**src/sv/chp_pkg.sv**
```systemverilog
// Shared constants for the conservation-law halfspace projection core.
// No dependencies; imported by conservation_halfspace_projection_core.
`timescale 1ns / 1ps
`default_nettype none

package chp_pkg;

	localparam int MAX_SPECIES = 32;
	localparam int ADDR_W      = $clog2(MAX_SPECIES);
	localparam int CNT_W       = $clog2(MAX_SPECIES + 1);

	localparam int CONC_BITS   = 32;
	localparam int COEF_W      = 4;
	localparam int DEF_W       = 31;

	// dot accumulator and divider widths
	localparam int DOT_W       = 48;
	localparam int NORM_W      = 13;
	localparam int PP_W        = CONC_BITS + COEF_W + 1;
	localparam int DIV_W       = DOT_W;
	localparam int DIV_CNT_W   = $clog2(DIV_W);

	// deficit squaring: magnitudes at or above 2^SQ_IN_W always saturate
	localparam int SQ_IN_W     = 32;
	localparam int SQ_W        = 2 * SQ_IN_W;
	localparam int FRAC_SHIFT  = 16;

	// per-species correction
	localparam int PROD_W      = DIV_W + COEF_W;
	localparam int SUM_W       = PROD_W + 2;
	localparam int SMALL_W     = NORM_W + COEF_W;

	localparam int MEM_W       = COEF_W + CONC_BITS;

endpackage

`default_nettype wire

```
**src/sv/conservation_halfspace_projection_core.sv**
```systemverilog
// Halfspace projection of a buffered species vector onto one conservation law.
// Depends on chp_pkg for widths and constants.
`timescale 1ns / 1ps
`default_nettype none

// Each request loads one species (dropped when the buffer is full); busy stays low between loads.
// The request marked last closes the run and busy rises until the final result
// has been issued. For a run that needs correction, one shared restoring divider
// (one quotient bit per cycle, 48 bits) runs twice, once for dot/norm and once
// for the deficit; a fulfilled run skips both divisions. Each species then needs
// a memory read, a multiply and a final add. When the dot magnitude is too large
// for the deficit to come out below saturation, the second division is skipped.
// Results are issued with a one-cycle strobe; the receiver cannot stall them, so
// sample on every strobe.
module conservation_halfspace_projection_core
	import chp_pkg::*;
(
	input  wire logic                        clk,
	input  wire logic                        arst_n,
	input  wire logic                        start,
	output logic                             busy,
	input  wire logic [COEF_W-1:0]           coefficient,
	input  wire logic signed [CONC_BITS-1:0] concentration,
	input  wire logic                        last,
	output logic                             strobe,
	output logic signed [CONC_BITS-1:0]      projected_conc,
	output logic [DEF_W-1:0]                 deficit,
	output logic                             fulfilled,
	output logic                             end_of_run
);

	localparam logic [3:0] S_IDLE  = 4'd0;
	localparam logic [3:0] S_PREP  = 4'd1;
	localparam logic [3:0] S_DIVA  = 4'd2;
	localparam logic [3:0] S_SQ    = 4'd3;
	localparam logic [3:0] S_LOADB = 4'd4;
	localparam logic [3:0] S_DIVB  = 4'd5;
	localparam logic [3:0] S_DEF   = 4'd6;
	localparam logic [3:0] S_RD    = 4'd7;
	localparam logic [3:0] S_CALC  = 4'd8;
	localparam logic [3:0] S_OUT   = 4'd9;

	function automatic logic [COEF_W-1:0] small_div(input logic [SMALL_W-1:0] x,
			input logic [NORM_W-1:0] d);
		logic [SMALL_W-1:0] r;
		logic [SMALL_W-1:0] ds;
		logic [COEF_W-1:0]  q;
		r = x;
		q = '0;
		for (int i = COEF_W - 1; i >= 0; i--) begin
			ds = SMALL_W'(d) << i;
			if (r >= ds) begin
				r    = r - ds;
				q[i] = 1'b1;
			end
		end
		return q;
	endfunction

	logic [3:0]               state_q;
	logic [CNT_W-1:0]         count_q;
	logic signed [DOT_W-1:0]  dot_q;
	logic [NORM_W-1:0]        norm_q;
	logic [ADDR_W-1:0]        idx_q;
	logic                     ok_q;
	logic [DIV_W-1:0]         mag_q;
	logic [DIV_W-1:0]         quo_q;
	logic [NORM_W-1:0]        rem_q;
	logic [DIV_CNT_W-1:0]     div_cnt_q;
	logic [DIV_W-1:0]         qm_q;
	logic [NORM_W-1:0]        rm_q;
	logic [SQ_W-1:0]          sq_q;
	logic                     sat_q;
	logic [DEF_W-1:0]         def_q;
	logic [MEM_W-1:0]         mem [MAX_SPECIES];
	logic [MEM_W-1:0]         rd_q;
	logic [PROD_W-1:0]        prod_q;
	logic [COEF_W-1:0]        frac_q;
	logic                     strobe_q;
	logic signed [CONC_BITS-1:0] conc_out_q;
	logic [DEF_W-1:0]         deficit_q;
	logic                     fulfilled_q;
	logic                     eor_q;

	logic                     req;
	logic                     room;
	logic signed [COEF_W:0]   nu_s;
	logic signed [PP_W-1:0]   pp;
	logic [2*COEF_W-1:0]      nsq;
	logic [DIV_W-1:0]         mag_w;
	logic [NORM_W:0]          trial;
	logic                     ge;
	logic                     div_last;
	logic                     idx_last;
	logic [COEF_W-1:0]        rd_coef;
	logic signed [SUM_W-1:0]  sum;
	logic                     sum_sat;

	assign busy     = (state_q != S_IDLE);
	assign req      = start && !busy;
	assign room     = (count_q < CNT_W'(MAX_SPECIES));
	assign nu_s     = signed'({1'b0, coefficient});
	assign pp       = nu_s * concentration;
	assign nsq      = coefficient * coefficient;
	assign mag_w    = unsigned'(-dot_q);

	// one restoring divider step: bring in the next dividend bit, subtract if it fits
	assign trial    = {rem_q, quo_q[DIV_W-1]};
	assign ge       = (trial >= {1'b0, norm_q});
	assign div_last = (div_cnt_q == DIV_CNT_W'(DIV_W - 1));

	assign idx_last = ((CNT_W'(idx_q) + CNT_W'(1)) == count_q);
	assign rd_coef  = rd_q[MEM_W-1:CONC_BITS];

	assign sum = SUM_W'(signed'(rd_q[CONC_BITS-1:0]))
		+ signed'(SUM_W'(prod_q))
		+ signed'(SUM_W'(frac_q));
	// correction only ever raises the value, so only the upper bound can be crossed
	assign sum_sat = !sum[SUM_W-1] && (sum[SUM_W-2:CONC_BITS-1] != '0);

	always_ff @(posedge clk or negedge arst_n) begin
		if (!arst_n) begin
			state_q   <= S_IDLE;
			count_q   <= '0;
			dot_q     <= '0;
			norm_q    <= '0;
			idx_q     <= '0;
			ok_q      <= 1'b1;
			div_cnt_q <= '0;
			sat_q     <= 1'b0;
			strobe_q  <= 1'b0;
		end else begin
			strobe_q <= (state_q == S_OUT);
			case (state_q)
				S_IDLE: begin
					if (req) begin
						// drop the request when the buffer is full, but still honour last
						if (room) begin
							count_q <= count_q + CNT_W'(1);
							dot_q   <= dot_q + DOT_W'(pp);
							norm_q  <= norm_q + NORM_W'(nsq);
						end
						if (last) begin
							state_q <= S_PREP;
						end
					end
				end
				S_PREP: begin
					idx_q <= '0;
					ok_q  <= !(dot_q[DOT_W-1] && (norm_q != '0));
					if (count_q == '0) begin
						state_q <= S_IDLE;
					end else if (dot_q[DOT_W-1] && (norm_q != '0)) begin
						div_cnt_q <= '0;
						state_q   <= S_DIVA;
					end else begin
						state_q <= S_RD;
					end
				end
				S_DIVA: begin
					div_cnt_q <= div_cnt_q + DIV_CNT_W'(1);
					if (div_last) begin
						state_q <= S_SQ;
					end
				end
				S_SQ: begin
					sat_q   <= (mag_q[DIV_W-1:SQ_IN_W] != '0);
					state_q <= S_LOADB;
				end
				S_LOADB: begin
					div_cnt_q <= '0;
					state_q   <= sat_q ? S_RD : S_DIVB;
				end
				S_DIVB: begin
					div_cnt_q <= div_cnt_q + DIV_CNT_W'(1);
					if (div_last) begin
						state_q <= S_DEF;
					end
				end
				S_DEF: begin
					state_q <= S_RD;
				end
				S_RD: begin
					state_q <= S_CALC;
				end
				S_CALC: begin
					state_q <= S_OUT;
				end
				S_OUT: begin
					if (idx_last) begin
						count_q <= '0;
						dot_q   <= '0;
						norm_q  <= '0;
						state_q <= S_IDLE;
					end else begin
						idx_q   <= idx_q + ADDR_W'(1);
						state_q <= S_RD;
					end
				end
				default: begin
					state_q <= S_IDLE;
				end
			endcase
		end
	end

	// datapath: divider, squaring, correction terms
	always_ff @(posedge clk) begin
		case (state_q)
			S_PREP: begin
				mag_q <= mag_w;
				quo_q <= mag_w;
				rem_q <= '0;
				def_q <= '0;
			end
			S_DIVA, S_DIVB: begin
				rem_q <= ge ? NORM_W'(trial - {1'b0, norm_q}) : trial[NORM_W-1:0];
				quo_q <= {quo_q[DIV_W-2:0], ge};
			end
			S_SQ: begin
				qm_q <= quo_q;
				rm_q <= rem_q;
				sq_q <= SQ_W'(mag_q[SQ_IN_W-1:0]) * SQ_W'(mag_q[SQ_IN_W-1:0]);
			end
			S_LOADB: begin
				quo_q <= sq_q[SQ_W-1:FRAC_SHIFT];
				rem_q <= '0;
				def_q <= '1;
			end
			S_DEF: begin
				def_q <= (quo_q[DIV_W-1:DEF_W] != '0) ? '1 : quo_q[DEF_W-1:0];
			end
			S_CALC: begin
				prod_q <= PROD_W'(rd_coef) * PROD_W'(qm_q);
				frac_q <= small_div(SMALL_W'(rd_coef) * SMALL_W'(rm_q), norm_q);
			end
			default: begin
			end
		endcase
	end

	// species buffer: coefficient above concentration
	always_ff @(posedge clk) begin
		if (req && room) begin
			mem[count_q[ADDR_W-1:0]] <= {coefficient, concentration};
		end
		if (state_q == S_RD) begin
			rd_q <= mem[idx_q];
		end
	end

	always_ff @(posedge clk) begin
		if (state_q == S_OUT) begin
			if (ok_q) begin
				conc_out_q <= signed'(rd_q[CONC_BITS-1:0]);
			end else if (sum_sat) begin
				conc_out_q <= signed'({1'b0, {(CONC_BITS - 1){1'b1}}});
			end else begin
				conc_out_q <= sum[CONC_BITS-1:0];
			end
			deficit_q   <= def_q;
			fulfilled_q <= ok_q;
			eor_q       <= idx_last;
		end
	end

	assign strobe         = strobe_q;
	assign projected_conc = conc_out_q;
	assign deficit        = deficit_q;
	assign fulfilled      = fulfilled_q;
	assign end_of_run     = eor_q;

endmodule

`default_nettype wire
```
**config.mk**
```make
export PLATFORM = sky130hd
export DESIGN_NAME = conservation_halfspace_projection_core
export DESIGN_NICKNAME = d
export VERILOG_FILES = /design/src/sv/chp_pkg.sv /design/src/sv/conservation_halfspace_projection_core.sv
export SDC_FILE = /design/constraint.sdc
export NUM_CORES = 2
export LEC_CHECK = 0
export BUFFER_PORTS_ARGS = -buffer_cell sky130_fd_sc_hd__buf_2
export CAP_MARGIN = 10
export CORE_ASPECT_RATIO = 0.9
export CORE_MARGIN = 2
export CORE_UTILIZATION = 35
export CTS_BUF_LIST = sky130_fd_sc_hd__clkbuf_16
export DETAILED_ROUTE_END_ITERATION = 12
export SLEW_MARGIN = 20
export SYNTH_ARGS = -nofsm -noshare
export SYNTH_HDL_FRONTEND = slang
export SYNTH_SLANG_ARGS = --single-unit
```
**constraint.sdc**
```tcl
create_clock -name clk -period 14.6 [get_ports clk]
set_clock_uncertainty 0.05 [all_clocks]
set_input_delay 3.65 -clock clk [delete_from_list [all_inputs] [get_ports clk]]
set_output_delay 3.65 -clock clk [all_outputs]
set_load 0.01 [all_outputs]
```
# After elaboration in Yosys (flattened, before gate mapping)
# Memory sizes are Yosys's and may differ from the RTL's. A register that Yosys moved wholly into a read port is not among the register bits.
# Index checks and enable logic that the tools add are counted.
[totals] out_inout_bits=67 mem_count=1 elab_cells=137 ff_bits=471 ram_bits=1152 romBits=0 in_bits=40 latchBits=0
[classes] shifts=0 bitwise=0 eq_ne=20 n_mul=5 order_cmp=6 div=0 n_reduce_logical=25 n_mux=45 addsub=13
[mem_list] memory="mem" words=32 word_bits=36 read_ports=1 rd_ports_with_merged_regs=1 write_ports=1 line_no="conservation_halfspace_projection_core.sv:75" source="logic [MEM_W-1:0] mem [MAX_SPECIES];"
[op_table] cell="$mux 48" n=3
[op_table] cell="$pmux 48 s3" n=1
[op_table] cell="$mux 17" n=6
[op_table] cell="$pmux 48 s2" n=1
[op_table] cell="$pmux 31 s3" n=1
[op_table] cell="$mul 32x32->64" n=1
[op_table] cell="$mux 32" n=2
[op_table] cell="$add 32x53->54" n=1
[op_table] cell="$add 54x5->54" n=1
[op_table] cell="$mul 4x48->52" n=1
[op_table] cell="$mux 13" n=4
[op_table] cell="$pmux 13 s2" n=2
[op_table] cell="$add 48x37->48" n=1
[op_table] cell="$neg 48->48" n=1
[op_table] cell="$pmux 4 s10" n=1
[op_table] cell="$mul 5x32->37" n=1
[op_table] cell="$mux 31" n=1
[op_table] cell="$mux 6" n=5
[op_table] cell="$reduce_bool 22->1" n=1
[op_table] cell="$ne 2x2->1 const B" n=9
[op_table] cell="$pmux 6 s3" n=1
[op_table] cell="$ge 17x13->1" n=1
[op_table] cell="$ge 17x14->1" n=1
[op_table] cell="$ge 17x15->1" n=1
[op_table] cell="other kinds (40)" n=66

# Longest topological paths before layout
[depth] ltp_word=12 ltp_mapped=67 depth_no_buf=60

# Worst setup path after synthesis
# Ideal clock, no wire load.
[synth_timing] path_type="reg-to-reg" start="reg rd_q[34] (read register of mem)" end="reg frac_q[0] (data pin)" path_stages_with_launch=63 t_arrival_ps=11966 setup_ps=267 path_buffers=6 path_slack_ps=2317 synth_period_minus_slack_ps=12283 required_ps=14283 cell_sequence="edfxtp_1 -> clkbuf_1 -> clkbuf_1 -> and2_1 -> fa_1 -> fa_1 -> ha_1 -> a21o_1 -> a21oi_1 -> nor2b_1 -> o31a_1 -> o21a_1 -> nor2_1 -> o21ai_0 -> a21oi_1 -> xnor2_1 -> ha_1 -> a21o_1 -> [... 27 more ...] -> a31o_2 -> o21a_1 -> nor3_2 -> buf_4 -> mux2i_1 -> ha_1 -> nor2b_1 -> o21a_1 -> o21a_1 -> o21a_1 -> o21ai_0 -> nand2_1 -> a21o_1 -> a21oi_1 -> o21ai_0 -> a211o_1 -> a21oi_1 -> o211ai_1"
[synth_via] elab_chain_len=12 word_cells_on_any_way=15 cone_classes="add/sub (3); mul (1); order compare (4); mux (7)"
[synth_lines] item="from (decl)" line_no="conservation_halfspace_projection_core.sv:76" source="logic [MEM_W-1:0] rd_q;"
[synth_lines] item="$mul 4x13->17 (*)" line_no="conservation_halfspace_projection_core.sv:235" source="frac_q <= small_div(SMALL_W'(rd_coef) * SMALL_W'(rm_q), norm_q);"
[synth_lines] item="$sub 17x16->17 / $ge 17x16->1 (equally long branches)" line_no="conservation_halfspace_projection_core.sv:53, conservation_halfspace_projection_core.sv:52"
[synth_lines] item="$mux 17 (*)" line_no="conservation_halfspace_projection_core.sv:52" source="if (r >= ds) begin"
[synth_lines] item="$mux 17 (*)" line_no="conservation_halfspace_projection_core.sv:209" source="case (state_q)"
[synth_lines] item="$sub 17x15->17 / $ge 17x15->1 (equally long branches)" line_no="conservation_halfspace_projection_core.sv:53, conservation_halfspace_projection_core.sv:52"
[synth_lines] item="$mux 17 (*)" line_no="conservation_halfspace_projection_core.sv:52"
[synth_lines] item="$mux 17 (*)" line_no="conservation_halfspace_projection_core.sv:209"
[synth_lines] item="$sub 17x14->17 / $ge 17x14->1 (equally long branches)" line_no="conservation_halfspace_projection_core.sv:53, conservation_halfspace_projection_core.sv:52"
[synth_lines] item="$mux 17 (*)" line_no="conservation_halfspace_projection_core.sv:52"
[synth_lines] item="$mux 17 (*)" line_no="conservation_halfspace_projection_core.sv:209"
[synth_lines] item="$ge 17x13->1 (*)" line_no="conservation_halfspace_projection_core.sv:52"
[synth_lines] item="$mux 1 (*)" line_no="conservation_halfspace_projection_core.sv:52"
[synth_lines] item="to (signal assigned)" line_no="conservation_halfspace_projection_core.sv:235"
[synth_lines] item="to (decl)" line_no="conservation_halfspace_projection_core.sv:78" source="logic [COEF_W-1:0] frac_q;"
# Mark *: on every way between the ends. The rest lies on a longest branch, timed or not. The select of a mux whose other input is x is not followed.
# A chain may end at the register's enable or synchronous reset.

# Worst setup path in the final report
# Ends and elaborated chain as after synthesis.

==> flow_summary.json <==
{
  "status": "finished, final reports clean",
  "netlist.area_leader.share_pct": 42.2,
  "end_kind": "register",
  "synth_nets": 10278,
  "avgSynthCellArea_sq_um": 13.0,
  "arrival_ns": 13.96,
  "antenna_found_initial": 43,
  "reg2reg_to": "frac_q[0]",
  "min_path_type": "register to register",
  "grt_pass1_vias": 71338,
  "maxCapViolCount": 0,
  "synth_seq_area_share_pct": 44.1,
  "core_area_sq_um": 316000,
  "cp-start-kind": "register",
  "hold_viol": 0,
  "initial_core_util_pct": 35.1,
  "setup_viol": 0,
  "drive_above_1_share_pct": 11.5,
  "dpl.hpwl_microns": 207000,
  "fin_crit_ns": 13.41,
  "die_width_microns": 598,
  "clock_latency_ns": 0.89,
  "routabilityCongestion": 0.890,
  "cpPeakStageDelay_ns": 0.51,
  "ys_ff_latch": 1643,
  "cts_tree": "built",
  "rows": 196,
  "final-max-slew-violation-count": 0,
  "worst_pin_slew_ns": 1.08,
  "nFillCells": 29502,
  "ys_dominant_reg_cell": "edfxtp_1",
  "critical_path_required_ns": 15.15,
  "dr.pass1.iters": 9,
  "grt_first_pass_wirelength_microns": 455000,
  "reg2regPathDepth": 59,
  "fin_nets": 10374,
  "reg2reg_slack_ns": 1.19,
  "overflow": 0,
  "numPortBuffers": 106,
  "min-delay-start": "def_q[16]",
  "cts_max_level": 4,
  "post-route-period-util_pct": 91.8,
  "synth_edf_count": 1558,
  "syn-instance-count": 8553,
  "cts.clk_slew.worst_paths_ns": 0.06,
  "grt_usage_pct": 18.9,
  "critical_path_class": "register to register",
  "ys_async_sr_fraction_pct": 5.17,
  "synthTopCellsByArea": "edfxtp_1 (42%), fa_1 (19%), mux4_2 (7.3%), ha_1 (7.1%), inv_1 (4.7%)",
  "viasPerCell": 5.22,
  "cts_buffer_depth": 4,
  "cts.sinks": 1643,
  "syn_area_sq_um": 111000,
  "fin_util_pct": 38.8,
  "cpMaxStageDelayCell": "fa_1",
  "slew_headroom_pct": 27.8,
  "final_antenna_net_count": 0,
  "drt_iter0_markers": 6444,
  "synth_cell_types": 89,
  "hold_buffers": 0,
  "wl_per_cell_microns": 23.3,
  "fmax_mhz": 74.6,
  "yosysWarnings": 0,
  "die_y_microns": 538,
  "cts_buffers": 183,
  "min_path_cells": 0,
  "drc": 0,
  "holdPathEnd": "deficit[16]",
  "dieArea_sq_um": 322000,
  "regToRegStartpoint": "rd_q[34]",
  "io_pins": 107,
  "yosysTopAreaCell": "edfxtp_1",
  "cts_root_buf": "clkbuf_16",
  "grt_max_degree": 93,
  "crit_fanout": 19,
  "routed-via-count": 67687,
  "areaGrowthSynthToFinish_pct": 10.7,
  "routed_wl_microns": 303000
}
-- cell families after synthesis --
family                   synth area share, %
AO/OA/AOI/OAI                           5.33
XOR/XNOR                                2.27
adder cells (fa/ha/maj)                 26.1
buffers and inverters                   5.85
flip-flops                              44.1
multiplexers                            8.06
AND/OR/NAND/NOR                         8.28
-- synth_stat cells (11+ instances only) --
| library cell | number |
|---|---|
| edfxtp_1 | 1558 |
| inv_1 | 1401 |
| fa_1 | 1054 |
| nand2_1 | 637 |
| ha_1 | 631 |
| and2_1 | 438 |
| nor2_1 | 383 |
| mux4_2 | 360 |
| clkbuf_1 | 278 |
| a21oi_1 | 237 |
| xnor2_1 | 202 |
| o21ai_0 | 197 |
| a21o_1 | 107 |
| nand3_1 | 88 |
| xor2_1 | 86 |
| dfrtp_1 | 84 |
| o21a_1 | 57 |
| mux2_2 | 55 |
| nor2b_1 | 55 |
| nand2b_1 | 49 |
| o211ai_1 | 45 |
| nor3_1 | 41 |
| a222oi_1 | 35 |
| nand4_1 | 35 |
| o21bai_1 | 35 |
| nor4_1 | 27 |
| buf_1 | 26 |
| a31oi_1 | 23 |
| and3_1 | 23 |
| a211oi_1 | 17 |
| or3_1 | 16 |
| or2_2 | 15 |
| a22oi_1 | 14 |
| mux2i_1 | 14 |
| o31ai_1 | 14 |
| a21boi_0 | 12 |
| and4_1 | 12 |
| or4_1 | 12 |
| a221oi_1 | 11 |
| buf_2 | 11 |
-- worst max-delay path, delay by kind of cell (launching register included) --
family	cells	cell delay (ns)
buffers and inverters	4	0.55
and+or+nand+nor	11	1.78
AOI/OAI and AO/OA	32	6.18
muxes	4	1.36
adders and majority gates	7	2.57
DFF	1	0.47
xor gates and xnor gates	1	0.20
-- state kept, by name (all words and copies together) (netlist names), 4 cells and up --
signal and count:
count_q 6, def_q 31, deficit 31, div_cnt_q 6, dot_q 48, frac_q 4
idx_q 5, mag_q 48, mem 1152, norm_q 13, prod_q 52, projected_conc 32
qm_q 48, quo_q 48, rd_q 36, rem_q 13, rm_q 13, sq_q 48
state_q 4
-- per-layer routing --
metal | GRT usage [%] | up-vias | share of wire, %
li1 | - | 29575 | -
met1 | 25.9 | 35468 | 42
met2 | 31.2 | 2205 | 47
met3 | 2.82 | 419 | 7.0
met4 | 5.42 | 20 | 3.1
met5 | 0 | - | 0.037
-- what timing repair did --
| action | CTS | global route |
|---|---|---|
| setup buffers | 0 | 6 |
| resized for setup | 0 | 5 |
| endpoints found under the setup margin | 0 | 1 |
-- how the worst max path moves through the flow --
stage | start | end
final | rd_q[34] | frac_q[0]
after global routing | rd_q[34] | frac_q[0]
after CTS | rd_q[34] | frac_q[0]
after detailed placement | rd_q[34] | frac_q[0]
after global placement | rd_q[34] | frac_q[0]
after floorplan | rd_q[34] | frac_q[0]
-- layout make-up --
type / count / area [sq um] / share of cell area (%)
sequential: 1643 / 48900 / 39.8
inverter: 1408 / 5290 / 4.30
multi-input combinational: 5185 / 55900 / 45.5
clock inverter: 146 / 1300 / 1.06
antenna: 13 / 32.5 / 0.0265
timing repair buffer: 228 / 1490 / 1.22
tap: 4158 / 5200 / 4.24
clock buffer: 187 / 4680 / 3.81
-- stage by stage --
stage | hold WS (ns) | std cells | setup WS (ns) | setup TNS, ns | instance area (sq um)
after global routing | 0.376 | 12958 | -0.0117 | -0.0117 | 123000
after CTS | 0.374 | 12949 | 0.686 | 0 | 123000
final | 0.374 | 12968 | 1.19 | 0 | 123000
after detailed placement | 0.357 | 12616 | 0.680 | 0 | 117000
after floorplan | 0.350 | 8553 | 2.32 | 0 | 111000
after global placement | 0.357 | 12615 | 0.832 | 0 | 117000
-- layout by cell type (no fill, tap or decap), types with 79 or more instances in the layout --
master	instances
inv_1	1435
a21o_1	107
clkbuf_16	187
nand2_1	636
o21ai_0	196
buf_4	118
a21oi_1	236
xor2_1	86
xnor2_1	202
buf_2	105
edfxtp_1	1558
mux4_2	360
nor2_1	347
and2_1	438
fa_1	1054
dfrtp_1	79
nand3_1	88
ha_1	631
Power is left out: the tool's default activity adds up to more than one toggle a clock period on the data nets, which glitch-free logic cannot reach.
